## config.mk

```make
export PLATFORM = sky130hd
export DESIGN_NAME = cfr_back_flat
export DESIGN_NICKNAME = d
export VERILOG_FILES = /design/src/rtl/cfr_pkg.sv /design/src/rtl/cfr_stream_if.sv /design/src/rtl/cfr_back.sv /design/src/flat_wrapper.sv
export SDC_FILE = /design/constraint.sdc
export NUM_CORES = 1
export LEC_CHECK = 0
export BUFFER_PORTS_ARGS = -buffer_cell sky130_fd_sc_hd__buf_2
export CAP_MARGIN = 20
export CORE_UTILIZATION = 69
export DETAILED_ROUTE_END_ITERATION = 6
export PLACE_DENSITY = 0.84
export SYNTH_ARGS = -nofsm -noshare
export SYNTH_HDL_FRONTEND = slang
export SYNTH_SLANG_ARGS = --single-unit
```

## constraint.sdc

```tcl
create_clock -name clk -period 8.2 [get_ports clk]
set_input_delay 1.64 -clock clk [delete_from_list [all_inputs] [get_ports clk]]
set_output_delay 1.64 -clock clk [all_outputs]
set_load 0.03 [all_outputs]
```

## src/rtl/cfr_pkg.sv

```systemverilog
package cfr_pkg;

	// Header and trailer sizes in bytes
	localparam logic [2:0]  INIT_HDR_LEN = 3'd5;
	localparam logic [2:0]  CONT_HDR_LEN = 3'd3;
	localparam logic [15:0] TRAILER_LEN  = 16'd4;

	// Byte positions inside a chunk header
	localparam logic [2:0] POS_CTRL  = 3'd0;
	localparam logic [2:0] POS_CH_HI = 3'd1;
	localparam logic [2:0] POS_CH_LO = 3'd2;
	localparam logic [2:0] POS_LN_HI = 3'd3;
	localparam logic [2:0] POS_SAT   = 3'd5;

	// Status codes
	localparam logic [2:0] ST_NONE       = 3'd0;
	localparam logic [2:0] ST_OK         = 3'd1;
	localparam logic [2:0] ST_SHORT      = 3'd2;
	localparam logic [2:0] ST_BAD_INIT   = 3'd3;
	localparam logic [2:0] ST_NO_CONT    = 3'd4;
	localparam logic [2:0] ST_CH_MISM    = 3'd5;
	localparam logic [2:0] ST_LEN_SHORT  = 3'd6;
	localparam logic [2:0] ST_CRC_MISM   = 3'd7;

	// CRC-32/ISO-HDLC, reflected form
	localparam logic [31:0] CRC_POLY = 32'hEDB88320;
	localparam logic [31:0] CRC_INIT = 32'hFFFFFFFF;

	// Default depth of the queue between front and back
	localparam int QUEUE_DEPTH = 2;

	typedef struct packed {
		logic [7:0] data_byte;
		logic       chunk_last;
	} chunk_item_t;

	typedef struct packed {
		logic [7:0]  payload_byte;
		logic        payload_valid;
		logic [2:0]  status;
		logic [7:0]  frame_control;
		logic [15:0] frame_channel;
	} frame_item_t;

	// Queued item: raw byte plus what the front already knows about it
	typedef struct packed {
		logic [7:0] data_byte;
		logic       chunk_last;
		logic       cont_bit;
	} queue_item_t;

	// Queue handshake from front to back
	typedef struct packed {
		logic        valid;
		queue_item_t item;
	} queue_link_t;

	// One byte through the CRC register, bitwise XOR tree
	function automatic logic [31:0] crc_byte(input logic [31:0] crc, input logic [7:0] b);
		logic [31:0] c;
		c = crc ^ {24'h000000, b};
		for (int k = 0; k < 8; k++) begin
			c = c[0] ? ((c >> 1) ^ CRC_POLY) : (c >> 1);
		end
		return c;
	endfunction

endpackage

```

## src/rtl/cfr_stream_if.sv

```systemverilog
interface cfr_stream_if #(parameter type payload_t = logic);
	logic     valid;
	logic     ready;
	payload_t payload;

	modport source(output valid, output payload, input ready);
	modport sink(input valid, input payload, output ready);
endinterface

```

## src/rtl/cfr_back.sv

```systemverilog
module cfr_back (
	input  logic                 clk,
	input  logic                 arst_n,
	input  cfr_pkg::queue_link_t link,
	output logic                 pop,
	cfr_stream_if.source         frame
);
	import cfr_pkg::*;

	// Frame state
	logic        started_q;
	logic [7:0]  ctrl_q;
	logic [15:0] chan_q;
	logic [15:0] decl_len_q;
	logic [15:0] body_cnt_q;
	logic [2:0]  pos_q;
	logic [31:0] crc_q;
	logic [31:0] trailer_q;
	logic        rejected_q;
	logic [2:0]  pend_err_q;

	logic        started_d;
	logic [7:0]  ctrl_d;
	logic [15:0] chan_d;
	logic [15:0] decl_len_d;
	logic [15:0] body_cnt_d;
	logic [2:0]  pos_d;
	logic [31:0] crc_d;
	logic [31:0] trailer_d;
	logic        rejected_d;
	logic [2:0]  pend_err_d;

	// Output register
	logic        out_vld_q;
	frame_item_t out_q;
	frame_item_t res;

	logic        do_body;
	logic        is_short;
	logic [7:0]  b;

	assign pop         = link.valid && (!out_vld_q || frame.ready);
	assign frame.valid = out_vld_q;
	assign frame.payload = out_q;
	assign b           = link.item.data_byte;

	// Next state and result for the item at the queue head
	always_comb begin
		started_d  = started_q;
		ctrl_d     = ctrl_q;
		chan_d     = chan_q;
		decl_len_d = decl_len_q;
		body_cnt_d = body_cnt_q;
		pos_d      = pos_q;
		crc_d      = crc_q;
		trailer_d  = trailer_q;
		rejected_d = rejected_q;
		pend_err_d = pend_err_q;
		do_body    = 1'b0;
		is_short   = 1'b0;
		res        = '0;

		// header checks and field capture
		if (!rejected_q) begin
			if (!started_q) begin
				if (pos_q < INIT_HDR_LEN) begin
					case (pos_q)
						POS_CTRL: begin
							if (link.item.cont_bit) begin
								if (pend_err_d == ST_NONE) pend_err_d = ST_BAD_INIT;
								rejected_d = 1'b1;
							end else begin
								ctrl_d = b;
							end
						end
						POS_CH_HI: chan_d = {b, 8'h00};
						POS_CH_LO: chan_d = {chan_q[15:8], b};
						POS_LN_HI: decl_len_d = {b, 8'h00};
						default:   decl_len_d = {decl_len_q[15:8], b};
					endcase
					if (!rejected_d) begin
						crc_d = crc_byte(crc_q, b);
					end
				end else begin
					do_body = 1'b1;
				end
			end else begin
				case (pos_q)
					POS_CTRL: begin
						if (!link.item.cont_bit) begin
							if (pend_err_d == ST_NONE) pend_err_d = ST_NO_CONT;
							rejected_d = 1'b1;
						end
					end
					POS_CH_HI: begin
						if (b != chan_q[15:8]) begin
							if (pend_err_d == ST_NONE) pend_err_d = ST_CH_MISM;
							rejected_d = 1'b1;
						end
					end
					POS_CH_LO: begin
						if (b != chan_q[7:0]) begin
							if (pend_err_d == ST_NONE) pend_err_d = ST_CH_MISM;
							rejected_d = 1'b1;
						end
					end
					default: do_body = 1'b1;
				endcase
			end
		end

		// body byte: payload, trailer, or ignored past the declared length
		if (do_body && (body_cnt_q < decl_len_q)) begin
			if (decl_len_q >= TRAILER_LEN) begin
				if (body_cnt_q < decl_len_q - TRAILER_LEN) begin
					crc_d             = crc_byte(crc_q, b);
					res.payload_valid = 1'b1;
					res.payload_byte  = b;
				end else begin
					trailer_d = {trailer_q[23:0], b};
				end
			end
			body_cnt_d = body_cnt_q + 16'd1;
		end

		if (pos_q < POS_SAT) begin
			pos_d = pos_q + 3'd1;
		end

		// chunk end: report if short, failed, or frame complete
		if (link.item.chunk_last) begin
			is_short = started_q ? (pos_q < CONT_HDR_LEN) : (pos_q < INIT_HDR_LEN - 3'd1);
			if (is_short) begin
				res.status = ST_SHORT;
			end else if (pend_err_d != ST_NONE) begin
				res.status = pend_err_d;
			end else begin
				started_d = 1'b1;
				pos_d     = '0;
				if (body_cnt_d >= decl_len_d) begin
					if (decl_len_d < TRAILER_LEN) begin
						res.status = ST_LEN_SHORT;
					end else if (~crc_d == trailer_d) begin
						res.status        = ST_OK;
						res.frame_control = ctrl_d;
						res.frame_channel = chan_d;
					end else begin
						res.status = ST_CRC_MISM;
					end
				end
			end
			if (res.status != ST_NONE) begin
				started_d  = 1'b0;
				ctrl_d     = '0;
				chan_d     = '0;
				decl_len_d = '0;
				body_cnt_d = '0;
				pos_d      = '0;
				crc_d      = CRC_INIT;
				trailer_d  = '0;
				rejected_d = 1'b0;
				pend_err_d = ST_NONE;
			end
		end
	end

	// State registers
	always_ff @(posedge clk or negedge arst_n) begin
		if (!arst_n) begin
			started_q  <= 1'b0;
			ctrl_q     <= '0;
			chan_q     <= '0;
			decl_len_q <= '0;
			body_cnt_q <= '0;
			pos_q      <= '0;
			crc_q      <= CRC_INIT;
			trailer_q  <= '0;
			rejected_q <= 1'b0;
			pend_err_q <= ST_NONE;
		end else if (pop) begin
			started_q  <= started_d;
			ctrl_q     <= ctrl_d;
			chan_q     <= chan_d;
			decl_len_q <= decl_len_d;
			body_cnt_q <= body_cnt_d;
			pos_q      <= pos_d;
			crc_q      <= crc_d;
			trailer_q  <= trailer_d;
			rejected_q <= rejected_d;
			pend_err_q <= pend_err_d;
		end
	end

	// Output valid
	always_ff @(posedge clk or negedge arst_n) begin
		if (!arst_n) begin
			out_vld_q <= 1'b0;
		end else if (pop) begin
			out_vld_q <= 1'b1;
		end else if (frame.ready) begin
			out_vld_q <= 1'b0;
		end
	end

	// Output payload
	always_ff @(posedge clk) begin
		if (pop) begin
			out_q <= res;
		end
	end

	a_pos_sat: assert property (@(posedge clk) disable iff (!arst_n)
		pos_q <= POS_SAT) else $error("chunk position past saturation");

	a_idle_after_report: assert property (@(posedge clk) disable iff (!arst_n)
		pop && res.status != ST_NONE |=> !started_q && pos_q == '0 && crc_q == CRC_INIT)
		else $error("state not cleared after report");

	a_payload_no_status: assert property (@(posedge clk) disable iff (!arst_n)
		out_vld_q && out_q.payload_valid |-> out_q.status == ST_NONE)
		else $error("payload byte together with a status");

endmodule

```

## src/flat_wrapper.sv

```systemverilog
// flat-port wrapper written by rule: the top's interface ports become plain ports
module cfr_back_flat import cfr_pkg::*;
  (clk, arst_n, link, pop, frame_valid, frame_payload, frame_ready);
  cfr_stream_if frame_i ();
  input  logic clk;
  input  logic arst_n;
  input  cfr_pkg::queue_link_t link;
  output logic pop;
  output wire logic [$bits(frame_i.valid)-1:0] frame_valid;
  output wire logic [$bits(frame_i.payload)-1:0] frame_payload;
  input wire logic [$bits(frame_i.ready)-1:0] frame_ready;
  assign frame_valid = frame_i.valid;
  assign frame_payload = frame_i.payload;
  assign frame_i.ready = frame_ready;
  cfr_back u_core (.clk(clk), .arst_n(arst_n), .link(link), .pop(pop), .frame(frame_i));
endmodule
```

==> flow_metrics.env <==
export IMPL_status="finished, final reports clean"
export IMPL_grt_max_degree=68
export IMPL_post_drt_wl_per_cell_um=21.4
export IMPL_n_fill_cell=871
export IMPL_drive_gt1_frac=0.120
export IMPL_synth_edf_count=1
export IMPL_htreeDepth=4
export IMPL_clockRootBuffer="clkbuf_16"
export IMPL_setup_tns_ns=0
export IMPL_clkLatencyLatePin_ns=0.43
export IMPL_routed_wl_um=25300
export IMPL_netlist_area_um2=9210
export IMPL_fp_dieW_um=118
export IMPL_syn2layout_area_growth_pct=7.49
export IMPL_synth_largest_area_cell="dfrtp_1"
export IMPL_numCtsBuffers=17
export IMPL_pwr_share_clk=0.156
export IMPL_fin_nets=1069
export IMPL_overflow=0
export IMPL_power_density_nw_per_um2=463
export IMPL_switching_share=0.484
export IMPL_clockBufferDepth=2
export IMPL_gp_congestion=1.03
export IMPL_yosys_top_cells_count="132 x nand2_1, 96 x xnor2_1, 89 x dfrtp_1"
export IMPL_antenna_found_initial=1
export IMPL_cts_repair_resize_count=0
export IMPL_vias=7869
export IMPL_grt_pass1_vias=7558
export IMPL_post_synth_top_area_fraction=0.242
export IMPL_place_ws_ns=2.10
export IMPL_cts_tree="built"
export IMPL_crit_path_end_kind="flip-flop"
export IMPL_vdd_ir_drop_max_mv=0.219
export IMPL_worst_ep_required_time_ns=8.55
export IMPL_p_int_uw=2370
export IMPL_seq_area_um2=3100
export IMPL_synth_cell_types=70
export IMPL_synthArstFlopShare=0.992
export IMPL_cp_arrival_ns=6.71
export IMPL_period_needed_ns=6.36
export IMPL_synth_nets=1076
export IMPL_synthTopCellsByArea="dfrtp_1 24%, dfstp_2 9.1%, xnor2_1 9.1%"
export IMPL_cts_sinks=122
export IMPL_rsz0062_at_grt="no"
export IMPL_power_uw=4590
export IMPL_hold_buffers=0
export IMPL_die_h_um=118
export IMPL_slew_headroom=0.341
export IMPL_cts_reportedPaths_clkPinSlew_ns=0.06
export IMPL_grt_pass1_wl_um=40800
export IMPL_p_leak_uw=0.00418
export IMPL_num_antenna_cells=0
export IMPL_vias_per_cell=6.63
export IMPL_die_area_um2=13800
export IMPL_core_rowCount=41
export IMPL_fmax_mhz=157
export IMPL_port_buffers=16
export IMPL_setup_ws_ns=1.84
export IMPL_cts_setup_buffers=0
export IMPL_ys_ff_latch=122
export IMPL_start_util=0.718
export IMPL_drtPass1Iterations=6
export IMPL_ant_nets=0
export IMPL_slew_viol_final=0
export IMPL_dp_hpwl_um=17300
export IMPL_synth_most_common_cell="nand2_1"
export IMPL_syn_area_per_cell_um2=9.13
export IMPL_p_seq_frac=0.222
export IMPL_ys_flop_type="dfrtp_1"
export IMPL_tightest_slew_ns=0.986
export IMPL_skew_ns=0.00880
export IMPL_hold_worst_slack_ns=0.511
export IMPL_coreArea_um2=12800
export IMPL_comb_power_share=0.622
export IMPL_drc=0
export IMPL_setup_violations_final=0
export IMPL_synth_cells=1009
export IMPL_yosys_warnings=0
export IMPL_final_hold_violation_count=0
export IMPL_drtIter0Drc=989
export IMPL_grt_usage=0.382
export IMPL_yosysSeqAreaShare=0.336
export IMPL_maxCapViolCount=0
export IMPL_hp_class="reg2reg"
export IMPL_io_pins=17
export IMPL_cp_start_kind="flip-flop"
export IMPL_path_class="reg2reg"
export IMPL_p_switching_uw=2220
export IMPL_multi_input_area_um2=5760
export IMPL_critPathMaxFanout=17
export IMPL_fin_crit_sh=0.776
==> area by class of cell <==
class | instances | share of cell area
clock inverters | 11 | 0.00973
inverters | 26 | 0.00986
repair buffers | 26 | 0.0172
flip-flops and latches | 122 | 0.313
clock buffers | 21 | 0.0465
multi-input cells | 809 | 0.582
well taps | 172 | 0.0217
==> sequential cells by signal, indices dropped and copies added, names as in the netlist <==
signal                count
u_core.body_cnt_q        16
u_core.chan_q            16
u_core.crc_q             32
u_core.decl_len_q        16
u_core.frame.payload      1
u_core.frame.valid        1
u_core.pend_err_q         3
u_core.pos_q              3
u_core.rejected_q         1
u_core.started_q          1
u_core.trailer_q         32
==> cell families (layout without fill, tap and decap cells) <==
kind of cell	count (synthesis)	count (layout)	synth area share
compound gates	231	231	0.164
fa+ha+maj	53	53	0.0720
xor+xnor	162	162	0.180
simple gates	320	320	0.160
mux	43	43	0.0476
buf+inv	78	84	0.0401
flops	122	122	0.336
==> per-layer routing <==
metal  track usage  up-vias  share of wire
met2         0.580      455           0.44
met4         0.123        0          0.027
met1         0.523     3802           0.41
li1              -     3548              -
met3         0.116       64           0.12
met5             0        -              0
==> worst max-delay path: stages, from the launching register on <==
cell,delay (ns)
dfrtp_1,0.47
inv_1,0.11
ha_1,0.30
nor3_2,0.22
nor2_1,0.09
nor3_1,0.36
and3_4,0.33
nand4_1,0.21
nor2_1,0.31
nand3_1,0.21
nor2_1,0.28
xor2_1,0.18
ha_1,0.26
a21o_1,0.17
a21o_1,0.17
a21oi_1,0.14
o21ai_0,0.15
a211oi_2,0.84
nand2b_1,0.70
a21oi_1,0.43
o22a_1,0.33
==> worst paths after layout <==
kind / endpoint / cells after the start / startpoint / slack (ns)
min: u_core.frame.valid / 2 / u_core.frame.valid / 0.51
max: u_core.crc_q[19] / 20 / u_core.pos_q[0] / 1.84
min in group asynchronous: u_core.body_cnt_q[2] / 1 / arst_n / 1.26
max reg2reg: u_core.crc_q[19] / 20 / u_core.pos_q[0] / 1.84
max in group asynchronous: u_core.trailer_q[17] / 2 / arst_n / 5.64
min reg2reg: u_core.frame.valid / 2 / u_core.frame.valid / 0.51
==> through the flow <==
stage                     cell area, um2  cells   util
after floorplan                     9210   1009      -
after global placement              9320   1154  0.727
after detailed placement            9320   1154  0.727
after CTS                           9880   1186  0.770
after global routing                9900   1187  0.772
final                               9900   1187  0.772
==> power by group through the flow <==
stage	Sequential (uW)	Combinational, uW	Clock, uW
floorplan	945	2160	0
global placement	1000	2610	0
detailed placement	1010	2700	0
CTS	1010	2750	715
global route	1040	3070	741
finish	1020	2850	716
==> cell usage in the layout, fill, tap and decap left out, drive strengths merged, types with 32 or more instances in the layout <==
master	netlist	routed
xor2	55	55
dfrtp	89	89
a21oi	65	65
dfstp	32	32
ha	53	53
xnor2	107	107
mux2i	40	40
nand2	132	132
nor2	87	87
o21ai	44	44
Note: power is estimated with default switching activity, not from simulation.
